**src/rtl/dffp_pkg.sv**
```systemverilog
// Shared constants and types of the delimited frame field parser.
package dffp_pkg;

  localparam int MAX_FIELDS_DEF    = 8;
  localparam int MAX_FIELD_LEN_DEF = 16;

  localparam int BYTE_W  = 8;
  localparam int IDX_W   = 3;
  localparam int TYPE_W  = 7;
  localparam int CNT_W   = 4;
  localparam int LENO_W  = 5;
  localparam int VAL_W   = 16;

  localparam logic [BYTE_W-1:0] CH_START = 8'h73;  // 's'
  localparam logic [BYTE_W-1:0] CH_END   = 8'h65;  // 'e'
  localparam logic [BYTE_W-1:0] CH_SEP   = 8'h2c;  // ','
  localparam logic [BYTE_W-1:0] CH_P     = 8'h70;  // 'p'
  localparam logic [BYTE_W-1:0] CH_ZERO  = 8'h30;  // '0'
  localparam logic [BYTE_W-1:0] CH_ONE   = 8'h31;  // '1'
  localparam logic [BYTE_W-1:0] CH_SIX   = 8'h36;  // '6'
  localparam logic [BYTE_W-1:0] CH_NINE  = 8'h39;  // '9'

  localparam logic [TYPE_W-1:0] TYPE_P = 7'd112;

  typedef enum logic {
    ACT_RX   = 1'b0,
    ACT_READ = 1'b1
  } action_t;

  typedef enum logic {
    ST_IDLE,
    ST_RUN
  } state_t;

endpackage

```
**src/rtl/delimited_frame_field_parser.sv**
```systemverilog
// A received byte gives its result in the output register in the cycle after acceptance.
// A field read makes one store read ahead, then takes one digit per cycle through the
// multiply-by-ten accumulator, up to a non-digit or the end; bad indexes and empty fields are
// answered from the idle state. Throughput: one byte per cycle while the output is not stalled;
// a read stalls the input until it ends. Reset (synchronous, rst_n low) clears control, counts
// and field lengths; the byte store is not cleared, so the block is ready straight after reset.
module delimited_frame_field_parser
  import dffp_pkg::*;
#(
  parameter int MAX_FIELDS    = MAX_FIELDS_DEF,
  parameter int MAX_FIELD_LEN = MAX_FIELD_LEN_DEF
) (
  input  logic              clk,
  input  logic              rst_n,
  input  logic              in_valid,
  output logic              in_stall,
  input  logic              in_action,
  input  logic [BYTE_W-1:0] in_rx_byte,
  input  logic [IDX_W-1:0]  in_field_index,
  output logic              out_valid,
  input  logic              out_stall,
  output logic              out_frame_done,
  output logic              out_type_seen,
  output logic [TYPE_W-1:0] out_frame_type,
  output logic [CNT_W-1:0]  out_field_count,
  output logic [LENO_W-1:0] out_last_field_len,
  output logic [VAL_W-1:0]  out_field_value,
  output logic              out_value_is_char,
  output logic              out_index_ok
);

  localparam int FW    = (MAX_FIELDS > 1) ? $clog2(MAX_FIELDS) : 1;
  localparam int PW    = (MAX_FIELD_LEN > 1) ? $clog2(MAX_FIELD_LEN) : 1;
  localparam int LW    = $clog2(MAX_FIELD_LEN + 1);
  localparam int CW    = $clog2(MAX_FIELDS + 1);
  localparam int AW    = 1 + FW + PW;
  localparam int CMP_W = 8;

  state_t            st_r, st_nxt;
  logic              bank_r, bank_nxt;
  logic              receiving_r, receiving_nxt;
  logic              type_pend_r, type_pend_nxt;
  logic [TYPE_W-1:0] type_code_r, type_code_nxt;
  logic [FW-1:0]     cf_r, cf_nxt;
  logic [LW-1:0]     cur_len_r, cur_len_nxt;
  logic [CW-1:0]     frame_fields_r, frame_fields_nxt;
  logic [LW-1:0]     flast_r, flast_nxt;
  logic [LW-1:0]     rlen_r [MAX_FIELDS];
  logic [LW-1:0]     rlen_nxt [MAX_FIELDS];
  logic [LW-1:0]     flen_r [MAX_FIELDS];
  logic [LW-1:0]     flen_nxt [MAX_FIELDS];

  logic [FW-1:0]     rd_field_r, rd_field_nxt;
  logic [LW-1:0]     len_r, len_nxt;
  logic [LW-1:0]     ipos_r, ipos_nxt;
  logic [LW-1:0]     cpos_r, cpos_nxt;
  logic              rv_r, rv_nxt;
  logic [VAL_W-1:0]  sum_r, sum_nxt;

  logic              out_valid_r;
  logic              o_done_r, o_seen_r, o_char_r, o_ok_r;
  logic [TYPE_W-1:0] o_type_r;
  logic [CNT_W-1:0]  o_cnt_r;
  logic [LENO_W-1:0] o_len_r;
  logic [VAL_W-1:0]  o_val_r;

  logic              ld_out, o_done, o_seen, o_char, o_ok;
  logic [VAL_W-1:0]  o_val;

  logic              accept;
  logic              wr_en, rd_en;
  logic [AW-1:0]     wr_addr, rd_addr;
  logic [BYTE_W-1:0] rd_data;
  logic [CMP_W-1:0]  idx_x;
  logic [FW-1:0]     idx_f;
  logic              non_digit, last_digit;
  logic [VAL_W-1:0]  sum_x10;

  assign in_stall = (st_r != ST_IDLE) || (out_valid_r && out_stall);
  assign accept   = in_valid && !in_stall;

  assign idx_x = CMP_W'(in_field_index);
  assign idx_f = idx_x[FW-1:0];

  // The receive bank is the one selected by bank_r; the last completed frame sits in the other.
  assign wr_addr = {bank_r, cf_r, cur_len_r[PW-1:0]};
  assign rd_addr = {~bank_r, rd_field_r, ipos_r[PW-1:0]};
  assign rd_en   = (st_r == ST_RUN) && (ipos_r < len_r);

  assign non_digit  = (rd_data < CH_ZERO) || (rd_data > CH_NINE);
  assign last_digit = (cpos_r + LW'(1)) == len_r;
  assign sum_x10    = (sum_r << 3) + (sum_r << 1);

  always_comb begin
    st_nxt           = st_r;
    bank_nxt         = bank_r;
    receiving_nxt    = receiving_r;
    type_pend_nxt    = type_pend_r;
    type_code_nxt    = type_code_r;
    cf_nxt           = cf_r;
    cur_len_nxt      = cur_len_r;
    frame_fields_nxt = frame_fields_r;
    flast_nxt        = flast_r;
    rlen_nxt         = rlen_r;
    flen_nxt         = flen_r;
    rd_field_nxt     = rd_field_r;
    len_nxt          = len_r;
    ipos_nxt         = ipos_r;
    cpos_nxt         = cpos_r;
    rv_nxt           = 1'b0;
    sum_nxt          = sum_r;
    wr_en            = 1'b0;
    ld_out           = 1'b0;
    o_done           = 1'b0;
    o_seen           = 1'b0;
    o_char           = 1'b0;
    o_ok             = 1'b0;
    o_val            = '0;

    unique case (st_r)
      ST_IDLE: begin
        if (accept && (in_action == ACT_RX)) begin
          ld_out = 1'b1;
          unique case (in_rx_byte)
            CH_START: begin
              receiving_nxt = 1'b1;
              type_pend_nxt = 1'b1;
              cf_nxt        = '0;
              cur_len_nxt   = '0;
            end
            CH_END: begin
              for (int i = 0; i < MAX_FIELDS; i++) begin
                flen_nxt[i] = (FW'(i) == cf_r) ? cur_len_r : rlen_r[i];
                rlen_nxt[i] = '0;
              end
              frame_fields_nxt = CW'(cf_r) + CW'(1);
              flast_nxt        = cur_len_r;
              bank_nxt         = ~bank_r;
              receiving_nxt    = 1'b0;
              cf_nxt           = '0;
              cur_len_nxt      = '0;
              o_done           = 1'b1;
            end
            CH_SEP: begin
              rlen_nxt[cf_r] = cur_len_r;
              if (cf_r != FW'(MAX_FIELDS - 1)) begin
                cf_nxt = cf_r + FW'(1);
              end
              cur_len_nxt = '0;
            end
            default: begin
              if (type_pend_r) begin
                if ((in_rx_byte >= CH_ONE) && (in_rx_byte <= CH_SIX)) begin
                  type_code_nxt = TYPE_W'(in_rx_byte - CH_ZERO);
                end else if (in_rx_byte == CH_P) begin
                  type_code_nxt = TYPE_P;
                end
                type_pend_nxt = 1'b0;
                o_seen        = 1'b1;
              end
              if (receiving_r && (cur_len_r < LW'(MAX_FIELD_LEN))) begin
                wr_en       = 1'b1;
                cur_len_nxt = cur_len_r + LW'(1);
              end
            end
          endcase
        end else if (accept) begin
          if ((idx_x >= CMP_W'(frame_fields_r)) || (idx_x >= CMP_W'(MAX_FIELDS))) begin
            ld_out = 1'b1;
          end else if (flen_r[idx_f] == '0) begin
            // An empty field reads as zero.
            ld_out = 1'b1;
            o_ok   = 1'b1;
          end else begin
            st_nxt       = ST_RUN;
            rd_field_nxt = idx_f;
            len_nxt      = flen_r[idx_f];
            ipos_nxt     = '0;
            cpos_nxt     = '0;
            sum_nxt      = '0;
          end
        end
      end
      ST_RUN: begin
        if (rd_en) begin
          ipos_nxt = ipos_r + LW'(1);
        end
        rv_nxt = rd_en;
        if (rv_r) begin
          cpos_nxt = cpos_r + LW'(1);
          sum_nxt  = sum_x10 + VAL_W'(rd_data - CH_ZERO);
          if (non_digit || last_digit) begin
            st_nxt = ST_IDLE;
            rv_nxt = 1'b0;
            ld_out = 1'b1;
            o_ok   = 1'b1;
            o_char = non_digit;
            o_val  = non_digit ? VAL_W'(rd_data) : sum_nxt;
          end
        end
      end
      default: begin
        st_nxt = ST_IDLE;
      end
    endcase
  end

  always_ff @(posedge clk) begin
    if (!rst_n) begin
      st_r           <= ST_IDLE;
      bank_r         <= 1'b0;
      receiving_r    <= 1'b0;
      type_pend_r    <= 1'b0;
      type_code_r    <= '0;
      cf_r           <= '0;
      cur_len_r      <= '0;
      frame_fields_r <= '0;
      flast_r        <= '0;
      rv_r           <= 1'b0;
      out_valid_r    <= 1'b0;
      for (int i = 0; i < MAX_FIELDS; i++) begin
        rlen_r[i] <= '0;
        flen_r[i] <= '0;
      end
    end else begin
      st_r           <= st_nxt;
      bank_r         <= bank_nxt;
      receiving_r    <= receiving_nxt;
      type_pend_r    <= type_pend_nxt;
      type_code_r    <= type_code_nxt;
      cf_r           <= cf_nxt;
      cur_len_r      <= cur_len_nxt;
      frame_fields_r <= frame_fields_nxt;
      flast_r        <= flast_nxt;
      rv_r           <= rv_nxt;
      rlen_r         <= rlen_nxt;
      flen_r         <= flen_nxt;
      if (ld_out) begin
        out_valid_r <= 1'b1;
      end else if (!out_stall) begin
        out_valid_r <= 1'b0;
      end
    end
  end

  always_ff @(posedge clk) begin
    rd_field_r <= rd_field_nxt;
    len_r      <= len_nxt;
    ipos_r     <= ipos_nxt;
    cpos_r     <= cpos_nxt;
    sum_r      <= sum_nxt;
    if (ld_out) begin
      o_done_r <= o_done;
      o_seen_r <= o_seen;
      o_type_r <= type_code_nxt;
      o_cnt_r  <= CNT_W'(frame_fields_nxt);
      o_len_r  <= LENO_W'(flast_nxt);
      o_val_r  <= o_val;
      o_char_r <= o_char;
      o_ok_r   <= o_ok;
    end
  end

  dffp_field_store #(
    .AW(AW)
  ) u_store (
    .clk    (clk),
    .wr_en  (wr_en),
    .wr_addr(wr_addr),
    .wr_data(in_rx_byte),
    .rd_en  (rd_en),
    .rd_addr(rd_addr),
    .rd_data(rd_data)
  );

  assign out_valid          = out_valid_r;
  assign out_frame_done     = o_done_r;
  assign out_type_seen      = o_seen_r;
  assign out_frame_type     = o_type_r;
  assign out_field_count    = o_cnt_r;
  assign out_last_field_len = o_len_r;
  assign out_field_value    = o_val_r;
  assign out_value_is_char  = o_char_r;
  assign out_index_ok       = o_ok_r;

`ifndef ASSERT_OFF
  a_busy_stalls: assert property (@(posedge clk) disable iff (!rst_n)
    (st_r == ST_RUN) |-> in_stall)
    else $error("input not stalled during a field read");

  a_len_bound: assert property (@(posedge clk) disable iff (!rst_n)
    cur_len_r <= LW'(MAX_FIELD_LEN))
    else $error("open field length beyond its limit");

  a_issue_ahead: assert property (@(posedge clk) disable iff (!rst_n)
    (st_r == ST_RUN) |-> ((ipos_r >= cpos_r) && (ipos_r <= len_r)))
    else $error("store read pointer out of step with the digit pointer");

  a_char_needs_ok: assert property (@(posedge clk) disable iff (!rst_n)
    (out_valid && out_value_is_char) |-> out_index_ok)
    else $error("character result without a valid index");

  a_done_not_seen: assert property (@(posedge clk) disable iff (!rst_n)
    (out_valid && out_frame_done) |-> (!out_type_seen && !out_index_ok))
    else $error("end marker item flagged as type check or read");
`endif

endmodule

```
**src/rtl/dffp_field_store.sv**
```systemverilog
// Byte store for the receive and frame banks, one write and one registered read port.
module dffp_field_store
  import dffp_pkg::*;
#(
  parameter int AW = 8
) (
  input  logic              clk,
  input  logic              wr_en,
  input  logic [AW-1:0]     wr_addr,
  input  logic [BYTE_W-1:0] wr_data,
  input  logic              rd_en,
  input  logic [AW-1:0]     rd_addr,
  output logic [BYTE_W-1:0] rd_data
);

  logic [BYTE_W-1:0] mem [2**AW];
  logic [BYTE_W-1:0] rd_data_r;

  always_ff @(posedge clk) begin
    if (wr_en) begin
      mem[wr_addr] <= wr_data;
    end
  end

  always_ff @(posedge clk) begin
    if (rd_en) begin
      rd_data_r <= mem[rd_addr];
    end
  end

  assign rd_data = rd_data_r;

endmodule

```
**config.mk**
```make
export PLATFORM = sky130hd
export DESIGN_NAME = delimited_frame_field_parser
export DESIGN_NICKNAME = d
export VERILOG_FILES = /design/src/rtl/dffp_pkg.sv /design/src/rtl/delimited_frame_field_parser.sv /design/src/rtl/dffp_field_store.sv
export SDC_FILE = /design/constraint.sdc
export NUM_CORES = 2
export LEC_CHECK = 0
export ABC_AREA = 1
export BUFFER_PORTS_ARGS = -buffer_cell sky130_fd_sc_hd__buf_2
export CORE_ASPECT_RATIO = 0.8
export CORE_UTILIZATION = 45
export CTS_CLUSTER_DIAMETER = 40
export DETAILED_ROUTE_END_ITERATION = 16
export GPL_TIMING_DRIVEN = 1
export PLACE_DENSITY_LB_ADDON = 0.08
export SLEW_MARGIN = 20
export SYNTH_ARGS = -nofsm -noshare
export SYNTH_HDL_FRONTEND = slang
export SYNTH_SLANG_ARGS = --single-unit
```
**constraint.sdc**
```tcl
create_clock -name clk -period 4.6 [get_ports clk]
set_input_delay 0.46 -clock clk [delete_from_list [all_inputs] [get_ports clk]]
set_output_delay 0.46 -clock clk [all_outputs]
set_load 0.005 [all_outputs]
```
==> impl_summary.txt <==
----------------------------------------------------
[Final layout]
  Signed area change from the synthesized netlist to the final layout ... 14.9%
  Number of nets in the final layout ... 9,041
  Leading cell type in the layout, fill and taps excluded ... sky130_fd_sc_hd__nand2_1
  Utilization after layout ... 0.520
  Top library cells by usage in the layout, fill and taps aside ... 2,131 x sky130_fd_sc_hd__nand2_1, 2,125 x sky130_fd_sc_hd__edfxtp_1, 1,519 x sky130_fd_sc_hd__nor2_1
  Fraction of final layout cells with drive strength greater than 1 ... 0.0940
  Finished Cell Area ... 0.109 mm^2

[Synth]
  Count of different cell masters after synthesis ... 40
  Primary FF master, synth ... sky130_fd_sc_hd__edfxtp_1
  Synth Net Count ... 8,942
  Yosys warnings ... 0
  Synth top area share ... 0.675
  Synthesized flop and latch total ... 2,235
  Ys async rst share ... 0
  Top cells by area in the synthesized netlist ... sky130_fd_sc_hd__edfxtp_1 67%, sky130_fd_sc_hd__nand2_1 8.5%, sky130_fd_sc_hd__nor2_1 6.0%, sky130_fd_sc_hd__nand3_1 4.0%, sky130_fd_sc_hd__o21ai_0 3.1%
  Biggest area consumer among synthesized cells ... sky130_fd_sc_hd__edfxtp_1
  Syn Std Cell Area ... 0.0946 mm^2
  Mean Syn Cell Area ... 10.7 um^2
  Number of enable flip-flop cells after synthesis ... 2,125
  Sequential cell area fraction in the yosys report ... 0.698
  Number of standard cells after synthesis ... 8,876

[Global routing]
  First-pass GRT wire length ... 418,000 um
  Remaining global-route overflow ... 0
  Via count of the first global-routing pass ... 61,300
  Antenna violations before repair ... 7
  Total global routing track utilization ... 0.268
  Maximum number of pins on one net before global-route repair ... 202

[STA]
  Final worst clock skew ... 0.0584 ns
  Number of pins exceeding their max-slew limit in the final report ... 0
  Crit share post-route ... 0.836
  Number of endpoints failing setup at the final stage ... 0
  Shortest period the worst path allows ... 3.85 ns
  Final sum of negative setup slack ... 0 ns
  Measured slew at the worst slew-check pin ... 1.13 ns
  Maximum frequency from static timing analysis ... 260 MHz
  Hold Violations, Final ... 0
  Worst-case headroom to the max-slew limit ... 0.247
  Setup repair after global routing missed its margin ... false

[Power]
  Psw ... 10,700 uW
  Switching Share ... 0.226
  Power density over cell area ... 437 mW/mm^2
  Leakage power summed over all cells ... 0.0405 uW
  Comb pwr share ... 0.041
  Power Internal ... 36,800 uW
  Max IR drop VDD ... 0.447 mV
  Clock network fraction of design power ... 0.488
  Register share of total power ... 0.470
  Total Power Consumption ... 47,500 uW

[Hold path]
  Hold path startpoint ... in_valid
  Worst Hold End ... out_valid$_SDFFE_PN0P_
  Hold/Removal Path Class ... primary input to register
  Worst hold stages ... 7

[Clock tree]
  Clock Root Buffer ... sky130_fd_sc_hd__clkbuf_16
  Number of buffers added by the clock tree synthesis step ... 304
  Number of H-tree branching levels ... 5
  Clk slew on worst S/H paths ... 0.06 ns
  CTS tree ... done
  Insertion delay of the later-clocked pin in the worst-skew pair ... 0.87 ns
  Post CTS Setup Buffer Count ... 0
  Clock tree buffer depth ... 4
  Clock sink total ... 2,235

[Setup path]
  CP Cell Sequence ... buf_4, buf_12, or2_2, nand3_1, a21oi_1, nor2_1, nand2_1, nand3_1, nand3_1, nand3_1, nand2_1
  Data arrival time of the worst path ... 4.57 ns
  Class of the most critical setup path ... register to register
  Worst endpoint required time ... 5.32 ns
  Worst Setup Start Kind ... register
  Crit path max-delay cell type ... sky130_fd_sc_hd__edfxtp_1
  Worst path bufs/invs ... 2
  Library cell appearing most often on the critical path ... sky130_fd_sc_hd__nand3_1
  Peak per-stage delay on the critical path ... 0.70 ns
  Startpoint of the worst register-to-register path ... ipos_r[0]$_SDFFCE_PN0P_
  Worst reg2reg setup slack ... 0.75 ns
  Source of the critical timing path ... ipos_r[0]$_SDFFCE_PN0P_
  Kind of cell adding the most delay to the critical path ... simple AND/OR/NAND/NOR gates
  R2R Path End ... u_store.rd_data[4]$_DFFE_PP_
  Element type at the critical path end ... register
  Peak fanout along the critical path ... 201
  Number of cells traversed by the worst register-to-register path ... 11

[Detailed routing]
  Number of nets with antenna violations after routing ... 0
  Routed len/inst ... 23.8 um
  Total length of routed wires ... 286,000 um
  Total DRC errors in the routed layout ... 0
  Total number of vias ... 65,000
  DR pass1 iterations ... 6
  Via-per-instance ratio ... 5.40
  Detailed Route Iter0 Violations ... 7,241

[Placement]
  Detailed-placement wirelength estimate ... 169,000 um
  Total of buffers placed on input and output ports ... 53
  Routability congestion estimate ... 0.858
  Placed cell areas ... 0.0986 mm^2

[Floorplan]
  Die Ht ... 412 um
  Die W ... 515 um
  Starting utilization of the core area ... 0.453
  Floorplan die area ... 0.212 mm^2
  I/O Pins ... 54
  Std-Cell Core Area ... 0.209 mm^2
  Placement Rows ... 150

[Outcome]
  Status ... completed

[Job]
  Max_cap viols ... 0

----------------------------------------------------
[power groups by stage]
stage | logic (uW) | registers, uW | clock network (uW)
5_1_grt | 2130 | 22300 | 24300
3_3_place_gp | 1930 | 22800 | 0
4_1_cts | 1960 | 22300 | 23500
2_1_floorplan | 963 | 22800 | 0
6_report | 1960 | 22300 | 23200
3_5_place_dp | 1940 | 22800 | 0
[registers in the layout, summed over array words and instances, names as in the netlist, 7 cells and up]
| register | cells |
|---|---|
| u_store.mem | 2048 |
| rlen_r | 40 |
| type_code_r | 7 |
| out_frame_type | 7 |
| flen_r | 40 |
| out_field_value | 16 |
| u_store.rd_data | 8 |
| sum_r | 15 |
[repair_timing]
item / 4_1_cts / 5_1_grt
gates resized for setup: 0 / 0
hold buffers: 11 / 0
hold endpoints to repair: 111 / 0
endpoints found under the setup margin: 0 / 0
[layer usage]
layer | track usage | wire length (um)
met1 | 0.410 | 134000
met2 | 0.398 | 124000
met3 | 0.0426 | 21900
met4 | 0.0637 | 6240
met5 | 0 | 11
[synthesized netlist by cell type (8+ instances only)]
cell type	n
sky130_fd_sc_hd__a211oi_1	9
sky130_fd_sc_hd__a21oi_1	228
sky130_fd_sc_hd__a31oi_1	32
sky130_fd_sc_hd__buf_1	56
sky130_fd_sc_hd__buf_2	178
sky130_fd_sc_hd__buf_4	19
sky130_fd_sc_hd__clkbuf_1	244
sky130_fd_sc_hd__dfxtp_1	110
sky130_fd_sc_hd__edfxtp_1	2125
sky130_fd_sc_hd__fa_1	13
sky130_fd_sc_hd__ha_1	37
sky130_fd_sc_hd__inv_1	604
sky130_fd_sc_hd__nand2_1	2137
sky130_fd_sc_hd__nand3_1	748
sky130_fd_sc_hd__nand4_1	8
sky130_fd_sc_hd__nor2_1	1520
sky130_fd_sc_hd__nor3_1	22
sky130_fd_sc_hd__o211ai_1	73
sky130_fd_sc_hd__o21ai_0	588
sky130_fd_sc_hd__or2_2	57
sky130_fd_sc_hd__xnor2_1	10
sky130_fd_sc_hd__xor2_1	12
[worst max path at each step]
stage	to	slack, ns	cells past startpoint
after detailed placement	u_store.rd_data[4]$_DFFE_PP_	0.84	11
final	u_store.rd_data[4]$_DFFE_PP_	0.75	11
after CTS	u_store.rd_data[4]$_DFFE_PP_	0.84	11
after global placement	u_store.rd_data[4]$_DFFE_PP_	0.86	11
after global routing	u_store.rd_data[4]$_DFFE_PP_	0.61	11
after floorplan	cpos_r[0]$_SDFFCE_PN0P_	1.64	8
[logic make-up (layout without fill, tap and decap cells)]
| kind of cell | count (synthesis) | count (layout) | synth area share |
|---|---|---|---|
| buf+inv | 1115 | 1449 | 0.0476 |
| simple gates | 4514 | 4514 | 0.192 |
| fa+ha+maj | 50 | 50 | 0.00765 |
| compound gates | 940 | 940 | 0.0525 |
| xor+xnor | 22 | 22 | 0.00204 |
| flops | 2235 | 2235 | 0.698 |
| other cells | 0 | 2 | 0 |
[tightest hold or removal path, delay by kind of cell]
family | cells | cell delay [ns]
buffers and inverters | 3 | 0.21
AND/OR/NAND/NOR | 4 | 0.29
[area by class of cell]
class | count | area (um^2)
antenna | 2 | 5.00
clock buffer | 351 | 7970
clock inverter | 190 | 1950
fill | 18500 | 100000
inverter | 615 | 2330
multi-input combinational | 5526 | 24100
sequential | 2235 | 66000
tap | 2812 | 3520
timing repair buffer | 293 | 2690
[through the flow]
| step | hold slack, ns | setup WS, ns | instances |
|---|---|---|---|
| 5_1_grt | 0.163 | 0.611 | 12000 |
| 4_1_cts | 0.0813 | 0.839 | 12000 |
| 3_5_place_dp | 0.436 | 0.844 | 11500 |
| 2_1_floorplan | 0.424 | 1.64 | 8876 |
| 3_3_place_gp | 0.432 | 0.864 | 11500 |
| 6_report | 0.140 | 0.754 | 12000 |
Note: power is estimated with default switching activity, not from simulation.
